<file path="config.mk">
export PLATFORM = sky130hd
export DESIGN_NAME = frame_deframer_xor_checksum_core
export DESIGN_NICKNAME = d
export VERILOG_FILES = /design/src/rtl/fdx_pkg.sv /design/src/rtl/frame_deframer_xor_checksum_core.sv
export SDC_FILE = /design/constraint.sdc
export NUM_CORES = 1
export LEC_CHECK = 0
export ABC_AREA = 1
export ABC_CLOCK_PERIOD_IN_PS = 2360
export BUFFER_PORTS_ARGS = -buffer_cell sky130_fd_sc_hd__buf_2
export CORE_MARGIN = 2
export CORE_UTILIZATION = 53
export CTS_BUF_LIST = sky130_fd_sc_hd__clkbuf_8
export DETAILED_ROUTE_END_ITERATION = 8
export PLACE_DENSITY_LB_ADDON = 0.05
export REMOVE_ABC_BUFFERS = 1
export SYNTH_ARGS = -nofsm -noshare
export SYNTH_HDL_FRONTEND = slang
export SYNTH_SLANG_ARGS = --single-unit
</file>
<file path="constraint.sdc">
create_clock -name clk -period 2.36 [get_ports clk]
set_input_delay 0.354 -clock clk [delete_from_list [all_inputs] [get_ports clk]]
set_output_delay 0.354 -clock clk [all_outputs]
set_load 0.05 [all_outputs]
</file>
<file path="src/rtl/fdx_pkg.sv">
// ----------------------------------------------------------------------------
// fdx_pkg
// shared types and constants for the serial frame deframer core
// ----------------------------------------------------------------------------
package fdx_pkg;

  // parse phase of the frame deframer
  typedef enum logic [2:0] {
    PH_HUNT    = 3'd0,
    PH_CMD     = 3'd1,
    PH_LEN     = 3'd2,
    PH_PAYLOAD = 3'd3,
    PH_CHECK   = 3'd4
  } phase_t;

  // frame end status codes
  typedef enum logic [1:0] {
    ST_OK      = 2'd0,
    ST_BAD_SUM = 2'd1,
    ST_UNKNOWN = 2'd2
  } status_t;

  // result kinds carried on tuser
  localparam logic KIND_DATA = 1'b0;
  localparam logic KIND_END  = 1'b1;

  // configuration register indexes
  localparam logic [2:0] REG_HEADER = 3'd0;
  localparam logic [2:0] REG_INT8   = 3'd1;
  localparam logic [2:0] REG_TWIST  = 3'd2;
  localparam logic [2:0] REG_STRING = 3'd3;
  localparam logic [2:0] REG_ACK    = 3'd4;
  localparam logic [2:0] REG_NACK   = 3'd5;

  // fixed payload lengths
  localparam logic [7:0] LEN_INT8  = 8'd1;
  localparam logic [7:0] LEN_TWIST = 8'd12;

  // one result word, fields from the highest bit down
  typedef struct packed {
    logic [5:0] pad;
    status_t    frame_status;
    logic [7:0] payload_count;
    logic [7:0] command_code;
    logic [7:0] data_byte;
  } result_t;

endpackage

</file>
<file path="src/rtl/frame_deframer_xor_checksum_core.sv">
// ----------------------------------------------------------------------------
// frame_deframer_xor_checksum_core
// serial byte stream deframer with command decode and xor checksum check
// ----------------------------------------------------------------------------
// Received bytes come in one word per cycle on the slave stream unless
// stalled. The core hunts for the header byte, takes the next byte as the
// command and decodes the payload length from it (one byte for int8, twelve
// for twist, none for ack and nack, and for the string command the byte after
// the command gives the length). Every payload byte is passed on as a data
// word (tuser 0) as it arrives. The byte after the payload is the checksum,
// compared against the xor of all frame bytes before it; it closes the frame
// with a frame end word (tuser 1) carrying the command, the length and the
// status. An unknown command gives a frame end word with status unknown at
// once and the core goes back to hunting. Throughput is one byte per cycle
// unless stalled: each byte is held in the input register while the parse
// state is updated in a single pass; its result goes to the output register,
// which stalls the input register only when it holds an untaken result and
// the byte waiting would produce another one. The user must write command
// codes and the header value through the config port only while the core is
// idle; the core does not enforce it. When several command registers hold the
// same code, int8 wins over twist, string, ack and nack in that order.
// ----------------------------------------------------------------------------
module frame_deframer_xor_checksum_core
  import fdx_pkg::*;
(
  input  logic        clk,
  input  logic        rst,
  // config write port
  input  logic        cfg_we,
  input  logic [2:0]  cfg_index,
  input  logic [7:0]  cfg_data,
  // received byte stream
  input  logic        s_axis_tvalid,
  output logic        s_axis_tready,
  input  logic [7:0]  s_axis_tdata,   // [7:0] rx_byte
  // result stream
  output logic        m_axis_tvalid,
  input  logic        m_axis_tready,
  output logic [31:0] m_axis_tdata,   // [7:0] data_byte, [15:8] command_code,
                                      // [23:16] payload_count,
                                      // [25:24] frame_status, rest zero
  output logic        m_axis_tuser    // [0] result_kind
);

  // config registers
  logic [7:0] header_value;
  logic [7:0] code_int8;
  logic [7:0] code_twist;
  logic [7:0] code_string;
  logic [7:0] code_ack;
  logic [7:0] code_nack;

  // input register
  logic       in_valid;
  logic [7:0] in_byte;

  // parse state
  phase_t     phase, phase_next;
  logic [7:0] current_command, current_command_next;
  logic [7:0] bytes_left, bytes_left_next;
  logic [7:0] frame_length, frame_length_next;
  logic [7:0] running_xor, running_xor_next;

  // result register
  logic       out_valid;
  logic       out_kind;
  result_t    out_word;

  // single pass outputs
  logic       res_hit;
  logic       res_kind;
  result_t    res_word;
  logic       advance;
  logic [7:0] len_sel;
  logic [7:0] left_dec;

  // config writes, indexes beyond the list are dropped
  always_ff @(posedge clk) begin
    if (rst) begin
      header_value <= 8'd170;
      code_int8    <= 8'd1;
      code_twist   <= 8'd2;
      code_string  <= 8'd3;
      code_ack     <= 8'd4;
      code_nack    <= 8'd5;
    end else if (cfg_we) begin
      case (cfg_index)
        REG_HEADER: header_value <= cfg_data;
        REG_INT8:   code_int8    <= cfg_data;
        REG_TWIST:  code_twist   <= cfg_data;
        REG_STRING: code_string  <= cfg_data;
        REG_ACK:    code_ack     <= cfg_data;
        REG_NACK:   code_nack    <= cfg_data;
        default:    ;
      endcase
    end
  end

  // byte in the input register moves on unless it would overwrite a held result
  assign advance       = in_valid && (!res_hit || !out_valid || m_axis_tready);
  assign s_axis_tready = !in_valid || advance;

  always_ff @(posedge clk) begin
    if (rst) begin
      in_valid <= 1'b0;
    end else if (s_axis_tready) begin
      in_valid <= s_axis_tvalid;
    end
  end

  always_ff @(posedge clk) begin
    if (s_axis_tready && s_axis_tvalid) begin
      in_byte <= s_axis_tdata;
    end
  end

  assign left_dec = bytes_left - 8'd1;

  // parse step for the byte in the input register
  always_comb begin
    phase_next           = phase;
    current_command_next = current_command;
    bytes_left_next      = bytes_left;
    frame_length_next    = frame_length;
    running_xor_next     = running_xor;
    res_hit              = 1'b0;
    res_kind             = KIND_DATA;
    res_word             = '0;
    len_sel              = 8'd0;

    case (phase)
      PH_CMD: begin
        current_command_next = in_byte;
        running_xor_next     = running_xor ^ in_byte;
        if (in_byte == code_int8 || in_byte == code_twist ||
            in_byte == code_ack || in_byte == code_nack) begin
          // fixed length command, int8 first, then twist
          if (in_byte == code_int8) begin
            len_sel = LEN_INT8;
          end else if (in_byte == code_twist) begin
            len_sel = LEN_TWIST;
          end else if (in_byte == code_string) begin
            len_sel = 8'd0;
          end else begin
            len_sel = 8'd0;
          end
          if (in_byte != code_int8 && in_byte != code_twist &&
              in_byte == code_string) begin
            phase_next = PH_LEN;
          end else begin
            frame_length_next = len_sel;
            bytes_left_next   = len_sel;
            phase_next        = (len_sel == 8'd0) ? PH_CHECK : PH_PAYLOAD;
          end
        end else if (in_byte == code_string) begin
          phase_next = PH_LEN;
        end else begin
          // unknown command, report now and hunt again
          frame_length_next     = 8'd0;
          bytes_left_next       = 8'd0;
          phase_next            = PH_HUNT;
          res_hit               = 1'b1;
          res_kind              = KIND_END;
          res_word.command_code = in_byte;
          res_word.frame_status = ST_UNKNOWN;
        end
      end
      PH_LEN: begin
        running_xor_next  = running_xor ^ in_byte;
        frame_length_next = in_byte;
        bytes_left_next   = in_byte;
        phase_next        = (in_byte == 8'd0) ? PH_CHECK : PH_PAYLOAD;
      end
      PH_PAYLOAD: begin
        running_xor_next      = running_xor ^ in_byte;
        bytes_left_next       = left_dec;
        if (left_dec == 8'd0) begin
          phase_next = PH_CHECK;
        end
        res_hit               = 1'b1;
        res_kind              = KIND_DATA;
        res_word.data_byte    = in_byte;
        res_word.command_code = current_command;
      end
      PH_CHECK: begin
        phase_next             = PH_HUNT;
        res_hit                = 1'b1;
        res_kind               = KIND_END;
        res_word.command_code  = current_command;
        res_word.payload_count = frame_length;
        res_word.frame_status  = (in_byte == running_xor) ? ST_OK : ST_BAD_SUM;
      end
      default: begin
        // hunting, unused codes land here too
        phase_next = PH_HUNT;
        if (in_byte == header_value) begin
          running_xor_next = in_byte;
          phase_next       = PH_CMD;
        end
      end
    endcase
  end

  always_ff @(posedge clk) begin
    if (rst) begin
      phase           <= PH_HUNT;
      current_command <= 8'd0;
      bytes_left      <= 8'd0;
      frame_length    <= 8'd0;
      running_xor     <= 8'd0;
    end else if (advance) begin
      phase           <= phase_next;
      current_command <= current_command_next;
      bytes_left      <= bytes_left_next;
      frame_length    <= frame_length_next;
      running_xor     <= running_xor_next;
    end
  end

  // result register
  always_ff @(posedge clk) begin
    if (rst) begin
      out_valid <= 1'b0;
    end else if (advance && res_hit) begin
      out_valid <= 1'b1;
    end else if (m_axis_tready) begin
      out_valid <= 1'b0;
    end
  end

  always_ff @(posedge clk) begin
    if (advance && res_hit) begin
      out_kind <= res_kind;
      out_word <= res_word;
    end
  end

  assign m_axis_tvalid = out_valid;
  assign m_axis_tdata  = out_word;
  assign m_axis_tuser  = out_kind;

  // ---------------------------------------------------------------------------
  // assertions
  // ---------------------------------------------------------------------------

  // a data word never carries a length or a status
  assert property (@(posedge clk) disable iff (rst)
    (m_axis_tvalid && m_axis_tuser == KIND_DATA) |->
      (m_axis_tdata[25:16] == 10'd0))
    else $error("data word with nonzero length or status");

  // payload phase always has bytes left to take
  assert property (@(posedge clk) disable iff (rst)
    (phase == PH_PAYLOAD) |-> (bytes_left != 8'd0))
    else $error("payload phase with no bytes left");

  // a held result is never overwritten while the sink stalls
  assert property (@(posedge clk) disable iff (rst)
    (m_axis_tvalid && !m_axis_tready) |-> !(advance && res_hit))
    else $error("held result overwritten");

  // the input side only stalls behind a pending byte
  assert property (@(posedge clk) disable iff (rst)
    !s_axis_tready |-> (in_valid && out_valid))
    else $error("input stalled with no pending byte");

endmodule

</file>
After elaboration in Yosys (flattened, before gate mapping). Index checks and enable logic that the tools add are counted.

Add/sub/neg operators: 1. Eq/ne operators: 21. Bitwise logic cells: 2. Mux-type cells: 32. Reductions and logical operators: 35.

Operators by type and width (number): 8-bit two-way mux (8); 8-bit equality test (7); 8-bit case mux with 2 select lines (3); 8-bit zero test (3); 8-bit case mux with 3 select lines (1); 8-bit inequality test (2); 2-bit AND reduction (8); 3-bit two-way mux (5); 3-bit by 2-bit equality test with 1-bit output, second input constant (4); 3-bit case mux with 4 select lines (1); 3-bit equality test, second input constant (3); 4-bit two-way mux (2); 4-bit AND reduction (2); 8-bit by 1-bit subtractor with 8-bit output, second input constant (1); 8-bit bitwise XOR (1); 3-bit by 1-bit equality test with 1-bit output, second input constant (2); 1-bit logical OR (6); 1-bit two-way mux (6); 2-bit two-way mux (3); 3-bit inequality test, second input constant (2); 2-bit nonzero test (3); 1-bit logical AND (5); 1-bit case mux with 2 select lines (2); 2-bit case mux with 2 select lines (1); 8 further kinds (10).

Logic and storage cells: 110. Input port bits: 24. Output and inout bits: 35. Register bits: 120.

Depth between registers and ports, before layout.
Word-level depth: 12. Mapped depth: 17. Mapped depth without buffers: 16.

Worst setup path after synthesis. No wires, ideal clock.

Kind: register to register. Start point: register in_byte[2]. End point: register out_word (netlist bit m_axis_tdata[0]), enable pin. Path slack: 0.048 ns. Arrival time: 1.930 ns. Stages on the path, launching flop included: 15. Clock period less this slack: 2.312 ns. Setup time: 0.382 ns. Buffers on the path: 1. Data required time: 1.978 ns. Cell sequence: edfxtp_1 buf_6 inv_4 nand2_1 nand2_1 nand2_2 nor2_4 nand2_2 nand2_2 nor2_2 nand2_4 nand2_4 nand2_8 nand3_1 inv_1.

Word-level cells in the longest chain between the ends: 11. Elaborated cells between the ends (all ways): 16. Those cells by class: eq/ne: 5; mux: 3; reduce/logical: 8.

Ends and longest elaborated chain: start, declared (line frame_deframer_xor_checksum_core.sv:55) `logic [7:0] in_byte;`; start signal, assigned (line frame_deframer_xor_checksum_core.sv:113) `in_byte <= s_axis_tdata;`; 8-bit equality test (line frame_deframer_xor_checksum_core.sv:135) `if (in_byte == code_int8 || in_byte == code_twist ||`; 1-bit logical OR (2 in a row) (line frame_deframer_xor_checksum_core.sv:135); 1-bit logical OR (line frame_deframer_xor_checksum_core.sv:136) `in_byte == code_ack || in_byte == code_nack) begin`; 1-bit two-way mux (*) (line frame_deframer_xor_checksum_core.sv:135); 1-bit case mux with 2 select lines (*) (line frame_deframer_xor_checksum_core.sv:131) `case (phase)`; 1-bit zero test (line frame_deframer_xor_checksum_core.sv:100) `assign advance = in_valid && (!res_hit || !out_valid || m_axis_tready);`; 1-bit logical OR (2 in a row) (line frame_deframer_xor_checksum_core.sv:100); 1-bit logical AND (line frame_deframer_xor_checksum_core.sv:100); 1-bit logical AND (*) (line frame_deframer_xor_checksum_core.sv:232) `if (advance && res_hit) begin`; end signal, assigned (line frame_deframer_xor_checksum_core.sv:234) `out_word <= res_word;`; end, declared (line frame_deframer_xor_checksum_core.sv:67) `result_t out_word;`.

Every way passes the cells marked *; elsewhere a longest branch is shown, timed or not. A chain may end at the register's enable or synchronous reset.

Worst setup path in the final report.
Start point: register in_byte[7]. End point: output port s_axis_tready.

Word-level cells in the longest chain between the ends: 11. Elaborated cells between the ends (all ways): 16. Those cells by class: eq/ne: 5; mux: 3; reduce/logical: 8.

Ends and longest elaborated chain: 8-bit equality test (line frame_deframer_xor_checksum_core.sv:135); 1-bit logical OR (2 in a row) (line frame_deframer_xor_checksum_core.sv:135); 1-bit logical OR (line frame_deframer_xor_checksum_core.sv:136); 1-bit two-way mux (*) (line frame_deframer_xor_checksum_core.sv:135); 1-bit case mux with 2 select lines (*) (line frame_deframer_xor_checksum_core.sv:131); 1-bit zero test (*) (line frame_deframer_xor_checksum_core.sv:100); 1-bit logical OR (*) (2 in a row) (line frame_deframer_xor_checksum_core.sv:100); 1-bit logical AND (*) (line frame_deframer_xor_checksum_core.sv:100); 1-bit logical OR (*) (line frame_deframer_xor_checksum_core.sv:101) `assign s_axis_tready = !in_valid || advance;`; end, declared (line frame_deframer_xor_checksum_core.sv:34) `output logic s_axis_tready,`.

Marks and branches as above.

==> results.toml <==
[sta]
hold_slack_ns = 0.0769
setup_viol = 1
period_share = 1.04
fmax_mhz = 407
fin_crit_ns = 2.45
skew_ns = 0.0128
rsz0062_at_grt = "true"
finalMaxSlewViolations = 0
setup_ws_ns = -0.0941
finalHoldViolations = 0
setup_tns_ns = -0.0941

[worst_setup_path]
setup.worst_path.start_class = "flop"
slowest_stage = "edfxtp_1"
critical_path_class = "reg2out"
crit_family = "simple AND/OR/NAND/NOR gates"
critPathMaxStageDelay_ns = 0.55
required_ns = 2.01
setup.worst_path.end_class = "output pin"
path_cells = "buf_6 > xnor2_1 > nand2_1 > nor2_1 > nand2_1 > nand2_2 > nor2_4 > nand2_4 > nand2_4 > nand3_4 > buf_8"
cp_num_buf_inv = 2
crit_fanout = 7
critical_path_arrival_ns = 2.10
r2r_setup_slack_ns = 0.11

[drt]
wl_mm = 14.8
num_vias = 5112
drc = 0
ant_nets = 0
wl_per_cell_um = 14.5
dr.pass1.iters = 6
viasPerCell = 5.02
first_iter_violations = 266

[hold_path]
hold_path_class = "in2reg"

[synth]
yosysTopAreaCell = "dfxtp_1"
synth_xor_area_frac = 0.0568
synthTopCellsByArea = "dfxtp_1 29%, edfxtp_1 18%, nand2_1 12%, nor2_1 9.7%, o21ai_0 5.2%"
synthAdderAreaFrac = 0.00427
synth_compound_area_frac = 0.0993
netlist_area_mm2 = 0.00586
seq_area_frac_synth = 0.470
yosysUniqueCellTypes = 35
yosysTopAreaCellShare = 0.291
synth-simple-area-share = 0.276
synthMuxAreaShare = 0
synthCells = 770
syn_avg_cell_area_um2 = 7.61
ys_warn_count = 0
synth_top_family_by_area = "simple AND/OR/NAND/NOR gates"
synth_seq_cells = 120

[floorplan]
ioPinCount = 59
start_util = 0.543
core_area_mm2 = 0.0108
rows = 38
die_w_um = 109
dieArea_mm2 = 0.0119
die_h_um = 109

[clocking]
clk_pin_slew_ns = 0.07
cts_buffers = 17
clock_latency_ns = 0.45
cts.hold.buffers_added = 0
htree_num_levels = 4
clock_path_buffers = 2
cts_tree = "done"
root_buffer = "clkbuf_8"
cts.sinks = 120

[global_routing]
grt_busiest_layer = "met2"
grt_use_met2 = 0.449
grt_start_max_net_pins = 54
grt_usage = 0.266
grt_pass1_vias = 4903
grt-ovfl-total = 0
grt_pass1_wl_mm = 23.7
grtUsageMet1 = 0.312
grtUsageMet3 = 0.0598
grt_antenna_before_repair = 0

[final_layout]
fillers = 985
fin_nets = 891
n_antenna_cell = 0
final_util = 0.641
syn_to_final_growth_pct = 18.1
drive_gt1_frac = 0.188
layout_commonest_cell = "nand2_1"
final_cell_mix = "184 x nand2_1, 148 x nor2_1, 85 x dfxtp_1"

[place]
gp_congestion = 0.937
portBuffers = 52
pre_cts_slack_ns = -0.00182
dp_hpwl_mm = 10.6

[power_and_ir_drop]
power_density_mw_per_mm2 = 644
irDropWorstVdd_mv = 0.422
power.leakage_nw = 3.26

[job]
cap_violations = 0

[run_status]
run_status = "complete, but fails checks"
violations = "setup timing"
==> path summary, 6_finish.rpt <==
| check | start | end | cells after the start |
|---|---|---|---|
| min | s_axis_tdata[4] | in_byte[4] | 1 |
| min reg2reg | code_string[6] | code_string[6] | 2 |
| max reg2reg | in_byte[7] | in_byte[0] | 15 |
| max | in_byte[7] | s_axis_tready | 11 |
==> state kept, by name (all words and copies together), names as in the netlist, 8 cells and up <==
name,cells
bytes_left,8
code_ack,8
code_int8,8
code_nack,8
code_string,8
code_twist,8
current_command,8
frame_length,8
header_value,8
in_byte,8
m_axis_tdata,26
running_xor,8
==> where the power goes <==
| part | switching [mW] | internal [mW] | total [mW] |
|---|---|---|---|
| combinational | 0.437 | 0.226 | 0.663 |
| sequential | 0.0449 | 2.20 | 2.25 |
| clock | 0.774 | 0.770 | 1.54 |
==> kinds of logic (layout without fill, tap and decap cells) <==
logic type,after synthesis,in the layout
fa+ha+maj,2,2
other cells,1,6
flops,120,120
compound gates,108,108
buf+inv,116,219
xor+xnor,38,38
simple gates,385,385
==> metrics by stage <==
stage                     total power, mW  cell area [um2]  std cells
after CTS                            4.48             6880       1016
after global routing                 4.65             6910       1018
after floorplan                      2.71             5650        742
final                                4.45             6910       1018
after detailed placement             2.92             6410        972
after global placement               2.91             6410        972
==> layout make-up <==
| class | instances | area (um2) | share of cell area |
|---|---|---|---|
| well taps | 140 | 175 | 0.0253 |
| clock buffers | 20 | 275 | 0.0398 |
| repair buffers | 104 | 713 | 0.103 |
| multi-input cells | 539 | 2630 | 0.380 |
| flip-flops and latches | 120 | 2750 | 0.398 |
| clock inverters | 12 | 51.3 | 0.00742 |
| inverters | 83 | 317 | 0.0458 |
==> Yosys cell counts <==
master,instances
edfxtp_1,35
inv_1,75
nor2_2,5
nor4_1,4
nand2_8,1
xor2_1,16
nor2_1,151
o311ai_0,1
o21bai_1,2
nand2_4,2
o221ai_1,2
a21oi_1,27
xnor2_1,22
nand4_4,2
buf_6,10
o211ai_1,3
o32ai_1,1
o22ai_1,11
nor2_4,3
ha_1,2
nand2_2,6
o21ai_0,61
nand4_1,2
buf_4,7
nor3_1,2
clkbuf_1,14
inv_4,2
nand3_4,1
nand3_1,19
clkinv_1,4
conb_1,1
dfxtp_1,85
buf_2,2
inv_2,2
nand2_1,187
==> routing by layer <==
layer  part of all wire  wire length, um
met1               0.43             6300
met2               0.48             7100
met3              0.054              799
met4              0.040              590
met5                  0                0
==> repair_timing <==
item,in CTS,in global routing
buffers inserted,12,2
pin swaps,4,5
gates cloned,0,0
setup endpoints to repair,6,17
gates resized for setup,14,10
No activity file was read; power rests on OpenSTA's default activity.
